[src/rtl/mast_pkg.sv]
`timescale 1ns / 1ps
// Shared types, codes and widths for the matrix add/sub/transpose/multiply engine.
// Used by mast_ctrl, mast_dp and matrix_add_sub_transpose_multiply; no dependencies.
package mast_pkg;

  localparam int MAX_DIM  = 8;
  localparam int ELEM_W   = 16;
  localparam int VALUE_W  = 36;
  localparam int IDX_W    = 3;
  localparam int DIM_W    = 4;
  localparam int OP_W     = 3;
  localparam int CMD_W    = 2;
  localparam int REG_W    = 2;
  localparam int CFG_W    = 4;
  localparam int ADDR_C_W = 2 * DIM_W;

  localparam logic [CMD_W-1:0] CMD_LOAD_A = 2'd0;
  localparam logic [CMD_W-1:0] CMD_LOAD_B = 2'd1;
  localparam logic [CMD_W-1:0] CMD_START  = 2'd2;

  localparam logic [OP_W-1:0] OP_ADD = 3'd0;
  localparam logic [OP_W-1:0] OP_SUB = 3'd1;
  localparam logic [OP_W-1:0] OP_TRA = 3'd2;
  localparam logic [OP_W-1:0] OP_TRB = 3'd3;
  localparam logic [OP_W-1:0] OP_MUL = 3'd4;

  localparam logic [REG_W-1:0] REG_OPERATION = 2'd0;
  localparam logic [REG_W-1:0] REG_ROWS_A    = 2'd1;
  localparam logic [REG_W-1:0] REG_COLS_A    = 2'd2;
  localparam logic [REG_W-1:0] REG_COLS_B    = 2'd3;

  typedef struct packed {
    logic [CMD_W-1:0]         command;
    logic signed [ELEM_W-1:0] element;
  } in_item_t;

  typedef struct packed {
    logic signed [VALUE_W-1:0] value;
    logic [IDX_W-1:0]          row;
    logic [IDX_W-1:0]          col;
    logic                      last;
  } out_item_t;

  typedef struct packed {
    logic             first;
    logic             last_term;
    logic [DIM_W-1:0] row;
    logic [DIM_W-1:0] col;
    logic             last;
  } term_tag_t;

  typedef struct packed {
    logic             load_a;
    logic             load_b;
    logic             clr_counts;
    logic             issue;
    logic [OP_W-1:0]  op;
    logic [DIM_W-1:0] cols_a;
    logic [DIM_W-1:0] cols_b;
    logic [DIM_W-1:0] idx_k;
    term_tag_t        tag;
  } dp_cmd_t;

  typedef struct packed {
    logic busy;
  } dp_status_t;

endpackage

[src/rtl/mast_ctrl.sv]
`timescale 1ns / 1ps
// Controller: configuration registers, request decode and the emit sequencer
// that walks row, column and inner index. Depends on mast_pkg.
module mast_ctrl (
  input  logic                          clk,
  input  logic                          rst_n,
  input  logic                          in_valid,
  output logic                          in_ready,
  input  logic [mast_pkg::CMD_W-1:0]    in_command,
  input  logic                          cfg_valid,
  output logic                          cfg_ready,
  input  logic [mast_pkg::REG_W-1:0]    cfg_index,
  input  logic [mast_pkg::CFG_W-1:0]    cfg_data,
  output mast_pkg::dp_cmd_t             cmd,
  input  mast_pkg::dp_status_t          status
);
  import mast_pkg::*;

  localparam logic [1:0] S_IDLE  = 2'd0;
  localparam logic [1:0] S_ISSUE = 2'd1;
  localparam logic [1:0] S_WAIT  = 2'd2;

  localparam logic [DIM_W:0] MAXD = (DIM_W + 1)'(MAX_DIM);

  logic [1:0]       state_r, state_nxt;
  logic [OP_W-1:0]  op_r;
  logic [DIM_W-1:0] rows_a_r, cols_a_r, cols_b_r;
  logic [DIM_W-1:0] i_r, i_nxt, j_r, j_nxt, k_r, k_nxt;
  logic [DIM_W-1:0] ra, ca, cb, nr, nc, kd;
  logic             accept, op_ok, last_elem, last_k;

  function automatic logic [DIM_W-1:0] clamp_dim(input logic [DIM_W-1:0] d);
    logic [DIM_W-1:0] r;
    if (d == '0) begin
      r = DIM_W'(1);
    end else if ({1'b0, d} > MAXD) begin
      r = MAXD[DIM_W-1:0];
    end else begin
      r = d;
    end
    return r;
  endfunction

  assign ra = clamp_dim(rows_a_r);
  assign ca = clamp_dim(cols_a_r);
  assign cb = clamp_dim(cols_b_r);

  always_comb begin
    nr = ra;
    nc = ca;
    kd = DIM_W'(1);
    unique case (op_r)
      OP_ADD, OP_SUB: begin
        nr = ra;
        nc = ca;
      end
      OP_TRA, OP_TRB: begin
        nr = ca;
        nc = ra;
      end
      OP_MUL: begin
        nr = ra;
        nc = cb;
        kd = ca;
      end
      default: begin
        nr = ra;
        nc = ca;
      end
    endcase
  end

  assign op_ok     = (op_r <= OP_MUL);
  assign in_ready  = (state_r == S_IDLE);
  assign cfg_ready = 1'b1;
  assign accept    = in_valid && in_ready;
  assign last_elem = (i_r == nr - DIM_W'(1)) && (j_r == nc - DIM_W'(1));
  assign last_k    = (k_r == kd - DIM_W'(1));

  always_comb begin
    state_nxt = state_r;
    i_nxt     = i_r;
    j_nxt     = j_r;
    k_nxt     = k_r;
    cmd       = '0;
    cmd.op    = op_r;
    cmd.cols_a = ca;
    cmd.cols_b = cb;
    cmd.idx_k  = k_r;
    cmd.tag.first     = (k_r == '0);
    cmd.tag.last_term = last_k;
    cmd.tag.row       = i_r;
    cmd.tag.col       = j_r;
    cmd.tag.last      = last_elem;
    unique case (state_r)
      S_IDLE: begin
        if (accept) begin
          unique case (in_command)
            CMD_LOAD_A: cmd.load_a = 1'b1;
            CMD_LOAD_B: cmd.load_b = 1'b1;
            CMD_START: begin
              if (op_ok) begin
                i_nxt     = '0;
                j_nxt     = '0;
                k_nxt     = '0;
                state_nxt = S_ISSUE;
              end else begin
                cmd.clr_counts = 1'b1;
              end
            end
            default: ;
          endcase
        end
      end
      S_ISSUE: begin
        cmd.issue = 1'b1;
        if (last_k) begin
          k_nxt     = '0;
          state_nxt = S_WAIT;
        end else begin
          k_nxt = k_r + DIM_W'(1);
        end
      end
      S_WAIT: begin
        if (!status.busy) begin
          if (last_elem) begin
            cmd.clr_counts = 1'b1;
            state_nxt      = S_IDLE;
          end else begin
            state_nxt = S_ISSUE;
            if (j_r == nc - DIM_W'(1)) begin
              j_nxt = '0;
              i_nxt = i_r + DIM_W'(1);
            end else begin
              j_nxt = j_r + DIM_W'(1);
            end
          end
        end
      end
      default: state_nxt = S_IDLE;
    endcase
  end

  always_ff @(posedge clk) begin
    if (!rst_n) begin
      state_r  <= S_IDLE;
      i_r      <= '0;
      j_r      <= '0;
      k_r      <= '0;
      op_r     <= OP_ADD;
      rows_a_r <= DIM_W'(1);
      cols_a_r <= DIM_W'(1);
      cols_b_r <= DIM_W'(1);
    end else begin
      state_r <= state_nxt;
      i_r     <= i_nxt;
      j_r     <= j_nxt;
      k_r     <= k_nxt;
      if (cfg_valid && cfg_ready) begin
        unique case (cfg_index)
          REG_OPERATION: op_r     <= cfg_data[OP_W-1:0];
          REG_ROWS_A:    rows_a_r <= cfg_data;
          REG_COLS_A:    cols_a_r <= cfg_data;
          REG_COLS_B:    cols_b_r <= cfg_data;
          default: ;
        endcase
      end
    end
  end

  a_issue_in_range: assert property (@(posedge clk) disable iff (!rst_n)
    (state_r == S_ISSUE) |-> (i_r < nr) && (j_r < nc) && (k_r < kd))
    else $error("emit index beyond result shape");

  a_clr_only_at_end: assert property (@(posedge clk) disable iff (!rst_n)
    cmd.clr_counts |=> (state_r == S_IDLE))
    else $error("load counts cleared mid-sequence");

  a_wait_after_term: assert property (@(posedge clk) disable iff (!rst_n)
    (state_r == S_ISSUE && last_k) |=> (state_r == S_WAIT) && status.busy)
    else $error("final term not tracked by datapath");

endmodule

[src/rtl/mast_dp.sv]
`timescale 1ns / 1ps
// Datapath: A and B element stores with load counters, read stage, term
// stage (add, subtract, pass or multiply), accumulator and output register.
// Depends on mast_pkg.
module mast_dp (
  input  logic                            clk,
  input  logic                            rst_n,
  input  logic signed [mast_pkg::ELEM_W-1:0] in_element,
  input  mast_pkg::dp_cmd_t               cmd,
  output mast_pkg::dp_status_t            status,
  output logic                            out_valid,
  input  logic                            out_ready,
  output mast_pkg::out_item_t             out_data
);
  import mast_pkg::*;

  localparam int DEPTH = MAX_DIM * MAX_DIM;
  localparam int AW    = $clog2(DEPTH);
  localparam int CW    = $clog2(DEPTH + 1);

  logic signed [ELEM_W-1:0] mem_a [DEPTH];
  logic signed [ELEM_W-1:0] mem_b [DEPTH];

  logic [CW-1:0]            cnt_a_r, cnt_b_r;
  logic [DIM_W-1:0]         a_row, a_col, b_row, b_col, b_stride;
  logic [ADDR_C_W-1:0]      addr_a_full, addr_b_full;
  logic [AW-1:0]            addr_a, addr_b;
  logic signed [ELEM_W-1:0] rd_a_r, rd_b_r;
  logic                     v1_r, v2_r, acc_full_r, out_valid_r;
  term_tag_t                tag1_r, tag2_r, acc_tag_r;
  logic signed [VALUE_W-1:0] ext_a, ext_b, term_nxt, term_r, acc_r;
  logic signed [2*ELEM_W-1:0] prod;
  out_item_t                out_r;
  logic                     xfer;

  always_comb begin
    a_row    = cmd.tag.row;
    a_col    = cmd.tag.col;
    b_row    = cmd.tag.row;
    b_col    = cmd.tag.col;
    b_stride = cmd.cols_a;
    unique case (cmd.op)
      OP_TRA: begin
        a_row = cmd.tag.col;
        a_col = cmd.tag.row;
      end
      OP_TRB: begin
        b_row = cmd.tag.col;
        b_col = cmd.tag.row;
      end
      OP_MUL: begin
        a_col    = cmd.idx_k;
        b_row    = cmd.idx_k;
        b_stride = cmd.cols_b;
      end
      default: ;
    endcase
  end

  assign addr_a_full = ADDR_C_W'(a_row) * ADDR_C_W'(cmd.cols_a) + ADDR_C_W'(a_col);
  assign addr_b_full = ADDR_C_W'(b_row) * ADDR_C_W'(b_stride) + ADDR_C_W'(b_col);
  assign addr_a      = addr_a_full[AW-1:0];
  assign addr_b      = addr_b_full[AW-1:0];

  always_ff @(posedge clk) begin
    if (cmd.load_a && (cnt_a_r < CW'(DEPTH))) begin
      mem_a[cnt_a_r[AW-1:0]] <= in_element;
    end
    if (cmd.issue) begin
      rd_a_r <= mem_a[addr_a];
    end
  end

  always_ff @(posedge clk) begin
    if (cmd.load_b && (cnt_b_r < CW'(DEPTH))) begin
      mem_b[cnt_b_r[AW-1:0]] <= in_element;
    end
    if (cmd.issue) begin
      rd_b_r <= mem_b[addr_b];
    end
  end

  assign ext_a = {{(VALUE_W - ELEM_W){rd_a_r[ELEM_W-1]}}, rd_a_r};
  assign ext_b = {{(VALUE_W - ELEM_W){rd_b_r[ELEM_W-1]}}, rd_b_r};
  assign prod  = rd_a_r * rd_b_r;

  always_comb begin
    case (cmd.op)
      OP_ADD:  term_nxt = ext_a + ext_b;
      OP_SUB:  term_nxt = ext_a - ext_b;
      OP_TRA:  term_nxt = ext_a;
      OP_TRB:  term_nxt = ext_b;
      OP_MUL:  term_nxt = {{(VALUE_W - 2*ELEM_W){prod[2*ELEM_W-1]}}, prod};
      default: term_nxt = ext_a;
    endcase
  end

  assign xfer = acc_full_r && (!out_valid_r || out_ready);

  always_ff @(posedge clk) begin
    tag1_r <= cmd.tag;
    if (v1_r) begin
      term_r <= term_nxt;
      tag2_r <= tag1_r;
    end
    if (v2_r) begin
      acc_r     <= tag2_r.first ? term_r : acc_r + term_r;
      acc_tag_r <= tag2_r;
    end
    if (xfer) begin
      out_r.value <= acc_r;
      out_r.row   <= acc_tag_r.row[IDX_W-1:0];
      out_r.col   <= acc_tag_r.col[IDX_W-1:0];
      out_r.last  <= acc_tag_r.last;
    end
  end

  always_ff @(posedge clk) begin
    if (!rst_n) begin
      cnt_a_r     <= '0;
      cnt_b_r     <= '0;
      v1_r        <= 1'b0;
      v2_r        <= 1'b0;
      acc_full_r  <= 1'b0;
      out_valid_r <= 1'b0;
    end else begin
      if (cmd.clr_counts) begin
        cnt_a_r <= '0;
        cnt_b_r <= '0;
      end else begin
        if (cmd.load_a && (cnt_a_r < CW'(DEPTH))) begin
          cnt_a_r <= cnt_a_r + CW'(1);
        end
        if (cmd.load_b && (cnt_b_r < CW'(DEPTH))) begin
          cnt_b_r <= cnt_b_r + CW'(1);
        end
      end
      v1_r <= cmd.issue;
      v2_r <= v1_r;
      if (v2_r && tag2_r.last_term) begin
        acc_full_r <= 1'b1;
      end else if (xfer) begin
        acc_full_r <= 1'b0;
      end
      if (xfer) begin
        out_valid_r <= 1'b1;
      end else if (out_ready) begin
        out_valid_r <= 1'b0;
      end
    end
  end

  assign status.busy = cmd.issue || v1_r || v2_r || acc_full_r;
  assign out_valid   = out_valid_r;
  assign out_data    = out_r;

  a_no_issue_when_full: assert property (@(posedge clk) disable iff (!rst_n)
    cmd.issue |-> !acc_full_r)
    else $error("new term issued over a pending result");

  a_result_held: assert property (@(posedge clk) disable iff (!rst_n)
    (acc_full_r && !xfer) |=> acc_full_r && $stable(acc_r))
    else $error("pending result lost");

  a_count_bound: assert property (@(posedge clk) disable iff (!rst_n)
    (cnt_a_r <= CW'(DEPTH)) && (cnt_b_r <= CW'(DEPTH)))
    else $error("load count beyond store depth");

endmodule

[src/rtl/matrix_add_sub_transpose_multiply.sv]
`timescale 1ns / 1ps
// Matrix engine top: load requests fill stores A and B, a start request emits
// the chosen result matrix row by row. Depends on mast_pkg, mast_ctrl, mast_dp.
// Load requests are accepted only while no start is running. Start: for each result
// element the controller issues K terms (K = cols_a for multiply, 1 otherwise) through
// one read port per store, then waits for the read, term and accumulate stages and the
// handoff to the output register before the next element; the output handshake can hold that handoff.
// Reset: operation add, dimensions 1, load counts zero; stores are not cleared.
module matrix_add_sub_transpose_multiply (
  input  logic                       clk,
  input  logic                       rst_n,
  input  logic                       in_valid,
  output logic                       in_ready,
  input  mast_pkg::in_item_t         in_data,
  output logic                       out_valid,
  input  logic                       out_ready,
  output mast_pkg::out_item_t        out_data,
  input  logic                       cfg_valid,
  output logic                       cfg_ready,
  input  logic [mast_pkg::REG_W-1:0] cfg_index,
  input  logic [mast_pkg::CFG_W-1:0] cfg_data
);
  import mast_pkg::*;

  dp_cmd_t    cmd;
  dp_status_t status;

  mast_ctrl u_ctrl (
    .clk       (clk),
    .rst_n     (rst_n),
    .in_valid  (in_valid),
    .in_ready  (in_ready),
    .in_command(in_data.command),
    .cfg_valid (cfg_valid),
    .cfg_ready (cfg_ready),
    .cfg_index (cfg_index),
    .cfg_data  (cfg_data),
    .cmd       (cmd),
    .status    (status)
  );

  mast_dp u_dp (
    .clk       (clk),
    .rst_n     (rst_n),
    .in_element(in_data.element),
    .cmd       (cmd),
    .status    (status),
    .out_valid (out_valid),
    .out_ready (out_ready),
    .out_data  (out_data)
  );

endmodule

[config.mk]
export PLATFORM = sky130hd
export DESIGN_NAME = matrix_add_sub_transpose_multiply
export DESIGN_NICKNAME = d
export VERILOG_FILES = /design/src/rtl/mast_pkg.sv /design/src/rtl/mast_ctrl.sv /design/src/rtl/mast_dp.sv /design/src/rtl/matrix_add_sub_transpose_multiply.sv
export SDC_FILE = /design/constraint.sdc
export NUM_CORES = 2
export LEC_CHECK = 0
export ABC_AREA = 1
export BUFFER_PORTS_ARGS = -buffer_cell sky130_fd_sc_hd__buf_4
export CAP_MARGIN = 10
export CORE_AREA = 2 2 350 612
export CTS_CLUSTER_DIAMETER = 150
export DETAILED_ROUTE_END_ITERATION = 16
export DIE_AREA = 0 0 352 614
export SLEW_MARGIN = 20
export SYNTH_ARGS = -nofsm -noshare
export SYNTH_HDL_FRONTEND = slang
export SYNTH_SLANG_ARGS = --single-unit
export TNS_END_PERCENT = 100
[constraint.sdc]
create_clock -name clk -period 10.97 [get_ports clk]
set_input_delay 2.194 -clock clk [delete_from_list [all_inputs] [get_ports clk]]
set_output_delay 2.194 -clock clk [all_outputs]
set_load 0.05 [all_outputs]
==> impl_metrics.yaml <==
die:
  die-area_um2: 216000
  start_util_pct: 49.6
  num_rows: 224
  boundaryPins: 75
  dieHeight_um: 614
  core_um2: 212000
  die_w_um: 352
cells_and_area:
  area_growth_pct: 10.1
  post_route_cells_drive_above_1_share_pct: 7.42
  final_common_cell: "edfxtp_1"
  design_area_um2: 116000
  instances_no_fill: 11687
  mostFrequentLayoutCells: "edfxtp_1, o21ai_0, inv_1, nor2_1, nand2_1"
  fin_util_pct: 54.6
  final_nets: 9184
sta:
  period_needed_ns: 7.58
  rsz0062_at_grt: "false"
  fin_ws_ns: 3.39
  fmax_mhz: 132
  min_period_over_period_pct: 69.1
  setup-violations-final: 0
  worst_slew_pin_slew_ns: 1.34
  hold_viol: 0
  fin_tns_setup_ns: 0
  maxSlewViolCount: 0
  holdWs_ns: 0.409
  fin_skew_ns: 0.0821
  relSlewSlack_pct: 10.5
placement:
  dp_cells: 11312
  post-place-ws_ns: 3.42
  dp_hpwl_mm: 206
  place_area_um2: 109000
  io_buffers: 73
  place.gp.congestion: 0.957
grt:
  grt_pass1_wl_mm: 462
  grt_pass1_vias: 69493
  overflow: 0
  grt_max_degree: 171
  grt_use_total_pct: 29.0
  antenna_found_initial: 8
synthesis:
  synthFlopType: "edfxtp_1"
  yosysSeqAreaShare_pct: 64.2
  synthArstFlopShare_pct: 0
  synth.distinct_cells: 59
  ys_ff_latch: 2263
  yosysWarnings: 0
  syn_nets: 9191
  synth_area_um2: 105000
  netlist_instances: 8704
  avgSynthCellArea_um2: 12.1
  synth-edff-count: 2207
cts:
  cts_tree: "yes"
  clock_path_buffers: 4
  hold_buffers: 0
  clk_pin_slew_ns: 0.07
  ctsResizeCount: 0
  postCtsSetupBuffers: 0
  htreeDepth: 4
  clock_latency_ns: 0.89
  cts.sinks: 2263
  numCtsBuffers: 205
  clock-root-buffer: "clkbuf_16"
power:
  p_seq_share_pct: 33.5
  power_frac_clock_pct: 24.7
  powerDensity_nw_per_um2: 249
  power_switching_share_pct: 39.9
  intPower_mw: 17.3
  power_mw: 28.7
  power_switching_mw: 11.5
  comb_power_share_pct: 41.9
  power_leakage_nw: 41.8
  peakVddDrop_uv: 394
detailed_routing:
  avgViaCountPerCell: 5.90
  detail-route-antenna-nets: 0
  vias: 68965
  drc: 0
  drt_iter0_drc: 6613
  first_pass_iters: 5
  wirelength_mm: 318
  wl_per_cell_um: 27.2
critical_path:
  crit_type: "flop to flop"
  start_kind: "flop"
  worstPathArrival_ns: 8.11
  end_kind: "flop"
  path_max_fanout: 17
  required_ns: 11.49
hold_path:
  worstHoldPathType: "flop to flop"
outcome:
  status: "completed"
job:
  cap_violations: 0
-- power by group through the flow --
stage / Combinational [mW] / Clock [mW] / Sequential, mW
after floorplan: 7.65 / 0 / 9.76
after global placement: 12.0 / 0 / 9.80
after detailed placement: 11.9 / 0 / 9.80
after CTS: 12.0 / 7.18 / 9.61
after global routing: 13.2 / 7.48 / 9.61
final: 12.0 / 7.09 / 9.61
-- cells by family (layout without fill, tap and decap cells) --
logic type / count (synthesis) / after routing / synth area share (%)
other: 1 / 6 / 0.00357
adder cells (fa/ha/maj): 458 / 458 / 7.44
flip-flops: 2263 / 2263 / 64.2
XOR/XNOR: 44 / 44 / 0.381
AND/OR/NAND/NOR: 2133 / 2133 / 8.51
buffers and inverters: 1438 / 1591 / 5.22
AO/OA/AOI/OAI: 2111 / 2111 / 11.8
multiplexers: 256 / 256 / 2.44
-- final cells by class --
type                       instances  area, um2
tap                             2825       3530
multi-input combinational       5003      32300
timing repair buffer             289       2340
fill                           17657      96000
sequential                      2263      67400
antenna                            5       12.5
clock inverter                   101        953
clock buffer                     266       5520
inverter                         935       3530
-- flip-flops by register name, summed over array words and instances (netlist names), 7 cells and up --
name,count
u_dp.acc_tag_r,7
u_dp.out_data,43
u_dp.mem_b,1024
u_dp.cnt_b_r,7
u_dp.mem_a,1024
u_dp.cnt_a_r,7
u_dp.tag2_r,9
u_dp.acc_r,36
u_dp.rd_b_r,16
u_dp.term_r,32
u_dp.tag1_r,9
u_dp.rd_a_r,16
-- path summary, 6_finish.rpt --
kind,start,end,slack (ns),depth (start not counted)
worst max register to register,u_dp.rd_b_r[7],u_dp.term_r[15],3.39,21
worst min-delay path,u_dp.tag1_r[5],u_dp.tag2_r[5],0.41,0
worst max-delay path,u_dp.rd_b_r[7],u_dp.term_r[15],3.39,21
worst min register to register,u_dp.tag1_r[5],u_dp.tag2_r[5],0.41,0
-- cell usage after synthesis, drive strengths merged, types with 2 or more instances --
master / instances / share of area (%)
edfxtp: 2207 / 63
o21ai: 976 / 4.7
inv: 933 / 3.3
nor2: 843 / 3.0
nand2: 729 / 2.6
a21oi: 489 / 2.3
nand3: 422 / 2.0
clkbuf: 416 / 1.5
o211ai: 325 / 2.3
fa: 277 / 5.3
mux2i: 256 / 2.4
o221ai: 200 / 1.7
ha: 181 / 2.2
buf: 87 / 0.39
o22ai: 65 / 0.39
or2: 64 / 0.38
dfxtp: 56 / 1.1
nand4: 30 / 0.18
nor3: 25 / 0.12
xor2: 23 / 0.19
xnor2: 21 / 0.19
nand3b: 10 / 0.083
o21bai: 10 / 0.072
a21o: 8 / 0.057
nor4: 7 / 0.042
a21boi: 6 / 0.043
a31oi: 6 / 0.036
o2111ai: 6 / 0.050
a221oi: 4 / 0.033
o21a: 4 / 0.029
a211oi: 3 / 0.021
o31ai: 3 / 0.021
a32oi: 2 / 0.017
clkinv: 2 / 0.0072
o221a: 2 / 0.021
-- worst max-delay path: stages (launching register included) --
cell and delay [ns]:
edfxtp_1 1.03, ha_1 0.27, inv_1 0.12, fa_1 0.56, inv_1 0.06, fa_1 0.49
inv_1 0.05, fa_1 0.53, inv_1 0.05, fa_1 0.45, fa_1 0.50, inv_1 0.05
fa_1 0.48, inv_1 0.04, ha_1 0.44, a21oi_1 0.40, o21ai_0 0.27, nand3b_1 0.52
o21ai_0 0.64, nand2_1 0.09, inv_1 0.07, nand4_1 0.13
-- per-layer routing --
layer / GRT usage [%] / vias up / wire length, um
met3: 3.04 / 702 / 15000
met2: 52.6 / 2290 / 165000
met5: 0 / - / 11
li1: - / 31077 / -
met1: 31.7 / 34894 / 112000
met4: 20.5 / 2 / 25900
Note: power is estimated with default switching activity, not from simulation.
